--- src/hw/rtl/bms_pkg.sv ---
// Package for the bracket match scanner: widths, bracket codes and result
// status codes. No dependencies; used by bracket_match_scanner_core.
`default_nettype none

package bms_pkg;

  localparam int POS_BITS    = 20;
  localparam int STACK_DEPTH = 64;
  localparam int ADDR_W      = $clog2(STACK_DEPTH);
  localparam int CNT_W       = $clog2(STACK_DEPTH + 1);
  localparam int CHAR_W      = 21;
  localparam int DEPTH_W     = 20;
  localparam int CFG_IDX_W   = 2;
  localparam int CFG_DATA_W  = 20;
  localparam int IN_DATA_W   = 24;
  localparam int OUT_DATA_W  = 24;

  localparam logic [CFG_IDX_W-1:0] REG_ANCHOR_POS = 2'd0;
  localparam logic [CFG_IDX_W-1:0] REG_PAIR       = 2'd1;
  localparam logic [CFG_IDX_W-1:0] REG_IS_OPENER  = 2'd2;

  typedef enum logic [1:0] {
    PAIR_CURLY  = 2'd0,
    PAIR_PAREN  = 2'd1,
    PAIR_SQUARE = 2'd2,
    PAIR_NONE   = 2'd3
  } pair_t;

  typedef enum logic [1:0] {
    ST_FOUND    = 2'd0,
    ST_NO_MATCH = 2'd1,
    ST_OVERFLOW = 2'd2,
    ST_RSVD     = 2'd3
  } status_t;

  localparam logic [CHAR_W-1:0] CH_LCURLY  = 21'h00007B;
  localparam logic [CHAR_W-1:0] CH_RCURLY  = 21'h00007D;
  localparam logic [CHAR_W-1:0] CH_LPAREN  = 21'h000028;
  localparam logic [CHAR_W-1:0] CH_RPAREN  = 21'h000029;
  localparam logic [CHAR_W-1:0] CH_LSQUARE = 21'h00005B;
  localparam logic [CHAR_W-1:0] CH_RSQUARE = 21'h00005D;

  localparam logic [DEPTH_W-1:0] DEPTH_MAX = {DEPTH_W{1'b1}};

  // The unused kind matches no character.
  function automatic logic is_opener(input pair_t pair, input logic [CHAR_W-1:0] ch);
    logic hit;
    hit = 1'b0;
    case (pair)
      PAIR_CURLY:  hit = (ch == CH_LCURLY);
      PAIR_PAREN:  hit = (ch == CH_LPAREN);
      PAIR_SQUARE: hit = (ch == CH_LSQUARE);
      default:     hit = 1'b0;
    endcase
    return hit;
  endfunction

  function automatic logic is_closer(input pair_t pair, input logic [CHAR_W-1:0] ch);
    logic hit;
    hit = 1'b0;
    case (pair)
      PAIR_CURLY:  hit = (ch == CH_RCURLY);
      PAIR_PAREN:  hit = (ch == CH_RPAREN);
      PAIR_SQUARE: hit = (ch == CH_RSQUARE);
      default:     hit = 1'b0;
    endcase
    return hit;
  endfunction

endpackage

`default_nettype wire

--- src/hw/rtl/bracket_match_scanner_core.sv ---
// Path: a request is registered in the input stage, then the decision stage, then the output stage.
// Throughput: one character per cycle unless out_tready stalls; the stack memory has one
// write and one registered read port, and the read for a match goes out with the decision.
// Reset: synchronous, active low; clears scan state, pipeline valids and sets
// the registers to anchor 0, curly braces, opener mode. The stack needs no clearing.
// Depends on bms_pkg.
`default_nettype none

module bracket_match_scanner_core (
  input  wire                                 clk,
  input  wire                                 rst_n,
  input  wire                                 in_tvalid,
  output logic                                in_tready,
  input  wire  [bms_pkg::IN_DATA_W-1:0]       in_tdata,   // [20:0] char_code, rest zero
  input  wire                                 in_tuser,   // [0] in_skip
  input  wire                                 in_tlast,
  output logic                                out_tvalid,
  input  wire                                 out_tready,
  output logic [bms_pkg::OUT_DATA_W-1:0]      out_tdata,  // [1:0] match_status,
                                                          // [21:2] match_position, rest zero
  input  wire                                 cfg_we,
  input  wire  [bms_pkg::CFG_IDX_W-1:0]       cfg_index,
  input  wire  [bms_pkg::CFG_DATA_W-1:0]      cfg_wdata
);

  localparam int PW = bms_pkg::POS_BITS;
  localparam int AW = bms_pkg::ADDR_W;
  localparam int CW = bms_pkg::CNT_W;
  localparam int DW = bms_pkg::DEPTH_W;

  // Configuration registers.
  logic [PW-1:0]          anchor_pos_r;
  bms_pkg::pair_t         pair_r;
  logic                   is_opener_r;

  // Input stage.
  logic                       s1_valid_r;
  logic [bms_pkg::CHAR_W-1:0] s1_char_r;
  logic                       s1_skip_r;
  logic                       s1_last_r;

  // Scan state.
  logic [PW-1:0] scan_pos_r, scan_pos_nxt;
  logic [DW-1:0] depth_r, depth_nxt;
  logic          anchor_seen_r, anchor_seen_nxt;
  logic [CW-1:0] stack_count_r, stack_count_nxt;
  logic          overflow_r, overflow_nxt;
  logic          decided_r, decided_nxt;

  // Stack memory.
  logic [PW-1:0] stack_mem [bms_pkg::STACK_DEPTH];
  logic [PW-1:0] stack_rdata_r;
  logic          push;
  logic [CW-1:0] count_dec;
  logic [AW-1:0] rd_addr;
  logic [AW-1:0] wr_addr;

  // Decision stage.
  logic              s2_valid_r, s2_valid_nxt;
  bms_pkg::status_t  s2_status_r;
  logic [PW-1:0]     s2_pos_r;
  logic              s2_use_mem_r;

  // Output stage.
  logic              out_valid_r;
  bms_pkg::status_t  out_status_r;
  logic [PW-1:0]     out_pos_r;

  logic              out_free, s2_go, s2_free, s1_step, in_acc;
  logic              emit, use_mem, ch_open, ch_close, at_anchor;
  bms_pkg::status_t  status;
  logic [PW-1:0]     where;
  logic [DW-1:0]     depth_dec;

  assign out_free  = !out_valid_r || out_tready;
  assign s2_go     = s2_valid_r && out_free;
  assign s2_free   = !s2_valid_r || out_free;
  assign s1_step   = s1_valid_r && s2_free;
  assign in_tready = !s1_valid_r || s2_free;
  assign in_acc    = in_tvalid && in_tready;

  assign ch_open   = bms_pkg::is_opener(pair_r, s1_char_r);
  assign ch_close  = bms_pkg::is_closer(pair_r, s1_char_r);
  assign at_anchor = (scan_pos_r == anchor_pos_r);
  assign count_dec = stack_count_r - CW'(1);
  assign rd_addr   = count_dec[AW-1:0];
  assign wr_addr   = stack_count_r[AW-1:0];

  always_comb begin
    scan_pos_nxt    = scan_pos_r;
    depth_nxt       = depth_r;
    anchor_seen_nxt = anchor_seen_r;
    stack_count_nxt = stack_count_r;
    overflow_nxt    = overflow_r;
    decided_nxt     = decided_r;
    emit            = 1'b0;
    use_mem         = 1'b0;
    push            = 1'b0;
    status          = bms_pkg::ST_NO_MATCH;
    where           = '0;
    depth_dec       = (depth_r != '0) ? depth_r - DW'(1) : depth_r;
    if (!decided_r && !s1_skip_r) begin
      if (is_opener_r) begin
        if (ch_open) begin
          if (at_anchor) begin
            anchor_seen_nxt = 1'b1;
            depth_nxt       = DW'(1);
          end else if (anchor_seen_r && depth_r != bms_pkg::DEPTH_MAX) begin
            depth_nxt = depth_r + DW'(1);
          end
        end else if (ch_close && anchor_seen_r) begin
          depth_nxt = depth_dec;
          if (depth_dec == '0) begin
            emit   = 1'b1;
            status = bms_pkg::ST_FOUND;
            where  = scan_pos_r;
          end
        end
      end else begin
        if (ch_open) begin
          if (stack_count_r < CW'(bms_pkg::STACK_DEPTH)) begin
            push            = 1'b1;
            stack_count_nxt = stack_count_r + CW'(1);
          end else begin
            overflow_nxt = 1'b1;
          end
        end else if (ch_close) begin
          if (at_anchor) begin
            emit = 1'b1;
            if (overflow_r) begin
              status = bms_pkg::ST_OVERFLOW;
            end else if (stack_count_r == '0) begin
              status = bms_pkg::ST_NO_MATCH;
            end else begin
              status  = bms_pkg::ST_FOUND;
              use_mem = 1'b1;
            end
          end else if (stack_count_r != '0) begin
            stack_count_nxt = count_dec;
          end
        end
      end
    end
    if (emit) begin
      decided_nxt = 1'b1;
    end
    if (s1_last_r && !decided_nxt) begin
      emit    = 1'b1;
      status  = bms_pkg::ST_NO_MATCH;
      where   = '0;
      use_mem = 1'b0;
    end
    if (s1_last_r) begin
      scan_pos_nxt    = '0;
      depth_nxt       = '0;
      anchor_seen_nxt = 1'b0;
      stack_count_nxt = '0;
      overflow_nxt    = 1'b0;
      decided_nxt     = 1'b0;
    end else begin
      scan_pos_nxt = scan_pos_r + PW'(1);
    end
  end

  always_comb begin
    s2_valid_nxt = s2_valid_r;
    if (s1_step) begin
      s2_valid_nxt = emit;
    end else if (s2_go) begin
      s2_valid_nxt = 1'b0;
    end
  end

  always_ff @(posedge clk) begin
    if (!rst_n) begin
      anchor_pos_r <= '0;
      pair_r       <= bms_pkg::PAIR_CURLY;
      is_opener_r  <= 1'b1;
    end else if (cfg_we) begin
      unique case (cfg_index)
        bms_pkg::REG_ANCHOR_POS: anchor_pos_r <= cfg_wdata[PW-1:0];
        bms_pkg::REG_PAIR:       pair_r       <= bms_pkg::pair_t'(cfg_wdata[1:0]);
        bms_pkg::REG_IS_OPENER:  is_opener_r  <= cfg_wdata[0];
        default: ;
      endcase
    end
  end

  always_ff @(posedge clk) begin
    if (!rst_n) begin
      s1_valid_r    <= 1'b0;
      s2_valid_r    <= 1'b0;
      out_valid_r   <= 1'b0;
      scan_pos_r    <= '0;
      depth_r       <= '0;
      anchor_seen_r <= 1'b0;
      stack_count_r <= '0;
      overflow_r    <= 1'b0;
      decided_r     <= 1'b0;
    end else begin
      if (in_acc) begin
        s1_valid_r <= 1'b1;
      end else if (s1_step) begin
        s1_valid_r <= 1'b0;
      end
      s2_valid_r <= s2_valid_nxt;
      if (s2_go) begin
        out_valid_r <= 1'b1;
      end else if (out_tready) begin
        out_valid_r <= 1'b0;
      end
      if (s1_step) begin
        scan_pos_r    <= scan_pos_nxt;
        depth_r       <= depth_nxt;
        anchor_seen_r <= anchor_seen_nxt;
        stack_count_r <= stack_count_nxt;
        overflow_r    <= overflow_nxt;
        decided_r     <= decided_nxt;
      end
    end
  end

  always_ff @(posedge clk) begin
    if (in_acc) begin
      s1_char_r <= in_tdata[bms_pkg::CHAR_W-1:0];
      s1_skip_r <= in_tuser;
      s1_last_r <= in_tlast;
    end
    if (s1_step) begin
      s2_status_r  <= status;
      s2_pos_r     <= where;
      s2_use_mem_r <= use_mem;
    end
    if (s2_go) begin
      out_status_r <= s2_status_r;
      out_pos_r    <= s2_use_mem_r ? stack_rdata_r : s2_pos_r;
    end
  end

  always_ff @(posedge clk) begin
    if (s1_step && push) begin
      stack_mem[wr_addr] <= scan_pos_r;
    end
    if (s1_step) begin
      stack_rdata_r <= stack_mem[rd_addr];
    end
  end

  assign out_tvalid = out_valid_r;
  assign out_tdata  = {{(bms_pkg::OUT_DATA_W - PW - 2){1'b0}}, out_pos_r, out_status_r};

`ifndef SYNTHESIS
  a_status_legal: assert property (@(posedge clk) disable iff (!rst_n)
    out_valid_r |-> (out_status_r != bms_pkg::ST_RSVD))
    else $error("reserved status code on output");

  a_count_bound: assert property (@(posedge clk) disable iff (!rst_n)
    stack_count_r <= CW'(bms_pkg::STACK_DEPTH))
    else $error("stack count beyond depth");

  a_decision_held: assert property (@(posedge clk) disable iff (!rst_n)
    (s1_step && emit && !s1_last_r) |=> decided_r)
    else $error("decision not recorded after a result");

  a_mem_only_found: assert property (@(posedge clk) disable iff (!rst_n)
    (s2_valid_r && s2_use_mem_r) |-> (s2_status_r == bms_pkg::ST_FOUND))
    else $error("stack read used for a result that is not a match");

  a_stall_cause: assert property (@(posedge clk) disable iff (!rst_n)
    !in_tready |-> (s1_valid_r && s2_valid_r && out_valid_r))
    else $error("input stalled while the pipeline has room");
`endif

endmodule

`default_nettype wire
--- config.mk ---
export PLATFORM = sky130hd
export DESIGN_NAME = bracket_match_scanner_core
export DESIGN_NICKNAME = d
export VERILOG_FILES = /design/src/hw/rtl/bms_pkg.sv /design/src/hw/rtl/bracket_match_scanner_core.sv
export SDC_FILE = /design/constraint.sdc
export NUM_CORES = 2
export LEC_CHECK = 0
export BUFFER_PORTS_ARGS = -buffer_cell sky130_fd_sc_hd__buf_4
export CAP_MARGIN = 5
export CORE_ASPECT_RATIO = 1.75
export CORE_MARGIN = 3
export CORE_UTILIZATION = 45
export CTS_CLUSTER_DIAMETER = 100
export DETAILED_ROUTE_END_ITERATION = 6
export PLACE_DENSITY = 0.58
export SLEW_MARGIN = 20
export SYNTH_ARGS = -nofsm -noshare
export SYNTH_HDL_FRONTEND = slang
export SYNTH_SLANG_ARGS = --single-unit
--- constraint.sdc ---
create_clock -name clk -period 4.7 [get_ports clk]
set_clock_uncertainty 0.2 [all_clocks]
set_input_delay 0.94 -clock clk [delete_from_list [all_inputs] [get_ports clk]]
set_output_delay 0.94 -clock clk [all_outputs]
set_load 0.03 [all_outputs]
## Yosys cells after proc, flatten, opt, wreduce, memory -nomap -nowiden

Memories as Yosys holds them, arrays and structs flattened. A register that Yosys moved wholly into a read port is not among the register bits.
Index checks and enable logic that the tools add are counted.

- Add/subtract/negate cells: 5
- $lt $le $gt $ge: 1
- Equality and inequality tests: 17
- Multiplexer cells: 63
- Bitwise operators: 6
- Reduce and logical (&&, ||, !) cells: 43

Operator list:

| operator | count |
|---|---|
| two-way mux 20 bit | 10 |
| equality test 21 x 7 -> 1 bit (second input constant) | 4 |
| two-way mux 7 bit | 8 |
| equality test 21 x 6 -> 1 bit (second input constant) | 2 |
| adder 20 x 1 -> 20 bit (second input constant) | 2 |
| two-way mux 1 bit | 38 |
| equality test 20 bit | 1 |
| zero test 20 bit | 1 |
| inequality test 20 bit (second input constant) | 1 |
| nonzero test 20 bit | 1 |
| subtractor 20 x 1 -> 20 bit (second input constant) | 1 |
| AND reduction 5 bit | 3 |
| nonzero test 2 bit | 7 |
| two-way mux 2 bit | 5 |
| nonzero test 3 bit | 3 |
| logical AND 1 bit | 8 |
| adder 7 x 1 -> 7 bit (second input constant) | 1 |
| zero test 7 bit | 1 |
| less-than comparator 7 bit (second input constant) | 1 |
| AND reduction 7 bit | 1 |
| nonzero test 7 bit | 1 |
| OR reduction 7 bit | 1 |
| subtractor 7 x 1 -> 7 bit (second input constant) | 1 |
| zero test 1 bit | 6 |
| other kinds (14) | 27 |

- Flip-flop bits (word level): 144
- RAM bits: 1280
- Output and inout port bits: 26
- Word-level logic and storage cells: 156
- Memories kept: 1

Memories:

| memory | depth | width | rd ports | clocked after memory_dff | write ports | RTL line | RTL |
|---|---|---|---|---|---|---|---|
| stack_mem | 64 | 20 | 1 | 1 | 1 | bracket_match_scanner_core.sv:51 | `logic [PW-1:0] stack_mem [bms_pkg::STACK_DEPTH];` |

## Depth between registers and ports, before layout

- Word-level depth: 13
- Depth in mapped cells: 11
- Gate-level depth less buffers: 9

## Least setup slack after synthesis

Ideal clock, no wire load.

- Path kind: register to register
- Start point: register stack_count_r[0]
- End point: register stack_rdata_r[10], read port of stack_mem (data pin)
- Setup time: 0.272 ns
- Arrival time: 3.714 ns
- Data required time: 4.228 ns
- Setup slack: 0.514 ns
- Stages on the path, launching flop included: 12
- Path buffers: 6
- Cells stage by stage: dfxtp_1 > clkbuf_1 > clkbuf_1 > buf_1 > inv_2 > ha_1 > clkbuf_1 > clkbuf_1 > clkbuf_1 > mux4_2 > mux4_2 > mux4_2

- Cells in the longest elaborated chain, start to end: 1

RTL lines:

| element | RTL line | RTL |
|---|---|---|
| start: declaration | bracket_match_scanner_core.sv:46 | `logic [CW-1:0] stack_count_r, stack_count_nxt;` |
| start signal: assignment | bracket_match_scanner_core.sv:216 | `stack_count_r <= stack_count_nxt;` |
| subtractor 7 x 1 -> 7 bit | bracket_match_scanner_core.sv:85 | `assign count_dec = stack_count_r - CW'(1);` |
| end: declaration | bracket_match_scanner_core.sv:52 | `logic [PW-1:0] stack_rdata_r;` |

Every way passes these cells.
A chain may end at the register's enable or synchronous reset.

## Final worst setup path

- Start point: register depth_r[1]
- End point: register decided_r

- Cells in the longest elaborated chain, start to end: 10

RTL lines:

| element | RTL line | RTL |
|---|---|---|
| start: declaration | bracket_match_scanner_core.sv:44 | `logic [DW-1:0] depth_r, depth_nxt;` |
| start signal: assignment | bracket_match_scanner_core.sv:214 | `depth_r <= depth_nxt;` |
| subtractor 20 x 1 -> 20 bit or nonzero test 20 bit (tied branches) | bracket_match_scanner_core.sv:101 | `depth_dec = (depth_r != '0) ? depth_r - DW'(1) : depth_r;` |
| two-way mux 20 bit * | bracket_match_scanner_core.sv:101 |  |
| zero test 20 bit * | bracket_match_scanner_core.sv:113 | `if (depth_dec == '0) begin` |
| two-way mux 1 bit * | bracket_match_scanner_core.sv:113 |  |
| two-way mux 1 bit * | bracket_match_scanner_core.sv:111 | `end else if (ch_close && anchor_seen_r) begin` |
| two-way mux 1 bit * | bracket_match_scanner_core.sv:104 | `if (ch_open) begin` |
| two-way mux 1 bit * | bracket_match_scanner_core.sv:103 | `if (is_opener_r) begin` |
| two-way mux 1 bit * | bracket_match_scanner_core.sv:102 | `if (!decided_r && !s1_skip_r) begin` |
| two-way mux 1 bit * | bracket_match_scanner_core.sv:144 | `if (emit) begin` |
| two-way mux 1 bit * | bracket_match_scanner_core.sv:153 | `if (s1_last_r) begin` |
| end signal: assignment | bracket_match_scanner_core.sv:218 | `decided_r <= decided_nxt;` |
| end: declaration | bracket_match_scanner_core.sv:48 | `logic decided_r, decided_nxt;` |

Mark *: on every way between the ends. The rest lies on a longest branch, timed or not.

==> impl_metrics.toml <==
[grt]
use_met2_pct = 40.96
use_met1_pct = 25.82
grt_pass1_vias = 29620
grtUsageMet3_pct = 3.244
grt_max_degree = 108
gr-usage-all-layers_pct = 22.23
busiest_layer = "met2"
grt.overflow.total = 0
antenna_found_initial = 8
grt_pass1_wl_mm = 206.3

[synth]
synth_cell_type_count = 87
ys_async_sr_fraction_pct = 0
synth_most_common_cell = "edfxtp_1"
synth_largest_area_cell = "edfxtp_1"
synth_ff_type = "edfxtp_1"
ys_warn_count = 0
synth.ff_latch_count = 1444
synthTopCellsByArea = "edfxtp_1 (72%), mux4_2 (17%), dfxtp_1 (2.7%)"
synth_top_cells_by_count = "edfxtp_1 (1,368), mux4_2 (420), nor2_1 (147)"
syn_inst = 2741
synth_edf_count = 1368
netlist_area_sq_um = 56970
avgSynthCellArea_sq_um = 20.78
seq_area_frac_synth_pct = 74.78
netlist.area_leader.share_pct = 72.11

[worst_setup_path]
crit_chain = "inv_1, ha_1, or4b_1, o21ai_0, nand3_1, a221o_1, nor4_1, a311oi_1, nor3_1"
rrSetupSlack_ns = 0.67
critPathSlowestCell = "nor4_1"
reg2reg_from = "depth_r[1]"
rr_endpoint = "decided_r"
crit_arrival_ns = 4.51
reg2regPathDepth = 9
crit_end = "decided_r"
cp.depth = 9
end_kind = "flop"
critPathKind = "flop to flop"
cp_max_fo = 8
crit_start = "depth_r[1]"
start_kind = "flop"
crit_path_max_incr_delay_ns = 0.88
cp.required_ns = 5.18
critPathBufInv = 1
critPathTopFamily = "simple AND/OR/NAND/NOR gates"

[routing]
drc = 0
ant_nets = 0
drt-pass1-iter-count = 5
wl_per_cell_microns = 30.74
routed_wl_mm = 144.0
drt_first_iter_violations = 2252
vias = 27900
via_per_inst = 5.954

[cts]
cts.clk_slew.worst_paths_ns = 0.07
worstSkewPairLatency_ns = 0.76
ctsResizeCount = 0
cts.sinks = 1444
clockRootBuffer = "clkbuf_16"
h-tree-depth = 4
cts_tree = "yes"
numCtsBuffers = 131
clockBufferDepth = 3
cts_setup_buffers = 0
hold_buffers = 0

[power]
clock_power_share_pct = 42.0
switching_share_pct = 20.32
p_leak_nw = 22.30
pwr-share-comb_pct = 2.2
sequentialPowerShare_pct = 55.8
peakVddDrop_mv = 0.3826
intPower_mw = 19.93
totalPowerFinal_mw = 25.02
powerDensity_nw_per_um2 = 387.7
power_switching_mw = 5.084

[placed_design]
gp_congestion = 0.8410
io_buffers = 73
place_hpwl_mm = 85.78

[die]
ioPinCount = 79
die_w_microns = 275.0
rows = 172
initial_core_util_pct = 45.33
die-height_microns = 476.7
die-area_sq_um = 131100
core_sq_um = 125700

[timing]
rsz0062_at_grt = "no"
slew_headroom_pct = 28.62
finalHoldViolations = 0
fin_crit_sh_pct = 85.81
worstMarginPinSlew_ns = 1.071
tns_ns = 0
period_needed_ns = 4.033
setup-violations-final = 0
drv_slew = 0
max_freq_mhz = 247.9

[cells_and_area]
nNetsFinal = 2981
drive_gt1_share_pct = 31.00
fin_util_pct = 51.34
num-fill-cells = 10010
multi_input_area_sq_um = 13930
syn_to_final_growth_pct = 13.27
register_area_sq_um = 42630

[hold_path]
hp-class = "primary input to flop"
hold_start = "in_tdata[8]"

[outcome]
run_status = "finished, final reports clean"

[job]
max_cap_viol_count = 0
[per-stage QoR]
step           setup slack (ns)  instance area, sq um  std cells  hold WS [ns]
5_1_grt                  0.5429                 64520       4685        0.1082
2_1_floorplan            0.5142                 56970       2742        0.2003
4_1_cts                  0.6683                 64500       4679       0.07896
6_report                 0.6669                 64520       4686        0.1568
3_5_place_dp             0.6803                 60330       4442        0.2158
3_3_place_gp             0.7278                 60330       4442        0.2108
[area by class of cell]
| cell class | instances | area share, % |
|---|---|---|
| antenna | 7 | 0.02715 |
| clock buffer | 159 | 5.391 |
| clock inverter | 78 | 1.070 |
| inverter | 16 | 0.09308 |
| multi-input combinational | 1128 | 21.59 |
| sequential | 1444 | 66.07 |
| tap | 1653 | 3.205 |
| timing repair buffer | 201 | 2.552 |
[logic make-up after synthesis]
logic type / count (synthesis) / synth area share, %
flip-flops: 1444 / 74.78
XOR/XNOR: 50 / 0.7687
AND/OR/NAND/NOR: 462 / 4.015
adder cells (fa/ha/maj): 6 / 0.1318
multiplexers: 453 / 17.24
buffers and inverters: 170 / 1.219
other: 1 / 0.006583
AO/OA/AOI/OAI: 155 / 1.834
[cell usage in the layout, fill, tap and decap left out, types with 8 or more instances in the layout]
cell and n:
nor2_1 85, and3_1 11, o21ai_0 12, nor4_1 8
xnor2_1 31, edfxtp_1 1368, mux2_2 20, buf_12 11
or4_1 8, a211oi_1 9, a21oi_1 57, o32ai_1 8
xor2_1 15, bufinv_16 9, clkbuf_16 135, nor3_1 24
clkinv_1 27, inv_1 14, nand2_1 107, nand3_1 41
and2_1 25, mux4_2 420, clkinv_2 18, dfxtp_2 20
buf_4 190, clkbuf_1 23, or3_1 17, dfxtp_1 55
nand4_1 29, mux2i_1 10, nor2_2 62, inv_6 10
[how the worst min path moves through the flow]
stage / depth (start not counted) / slack [ns] / end
finish: 1 / 0.16 / s1_char_r[8]
global route: 1 / 0.11 / s1_last_r
detailed placement: 0 / 0.22 / out_status_r[1]
floorplan: 0 / 0.20 / out_status_r[0]
global placement: 0 / 0.21 / out_status_r[0]
CTS: 1 / 0.08 / s1_char_r[8]
[per-layer routing]
| metal | vias to the layer above | share of wire (%) |
|---|---|---|
| li1 | 11770 | - |
| met1 | 14880 | 35 |
| met2 | 973 | 55 |
| met3 | 283 | 5.2 |
| met4 | 0 | 4.3 |
| met5 | - | 0 |
[power by group through the flow]
stage,Clock [mW],Sequential (mW),Combinational (mW)
6_report,10.5,14.0,0.562
5_1_grt,11.2,14.0,0.604
4_1_cts,10.8,14.0,0.561
3_5_place_dp,0,14.2,0.558
3_3_place_gp,0,14.2,0.554
2_1_floorplan,0,14.2,0.331
[registers in the layout (all words and copies together) (netlist names), 2 cells and up]
| name | cells |
|---|---|
| out_status_r | 2 |
| s2_pos_r | 20 |
| pair_r | 2 |
| stack_count_r | 7 |
| scan_pos_r | 20 |
| anchor_pos_r | 20 |
| s1_char_r | 21 |
| s2_status_r | 2 |
| depth_r | 20 |
| stack_mem | 1280 |
| out_pos_r | 20 |
| stack_rdata_r | 20 |
(Power assumes the default switching activity.)
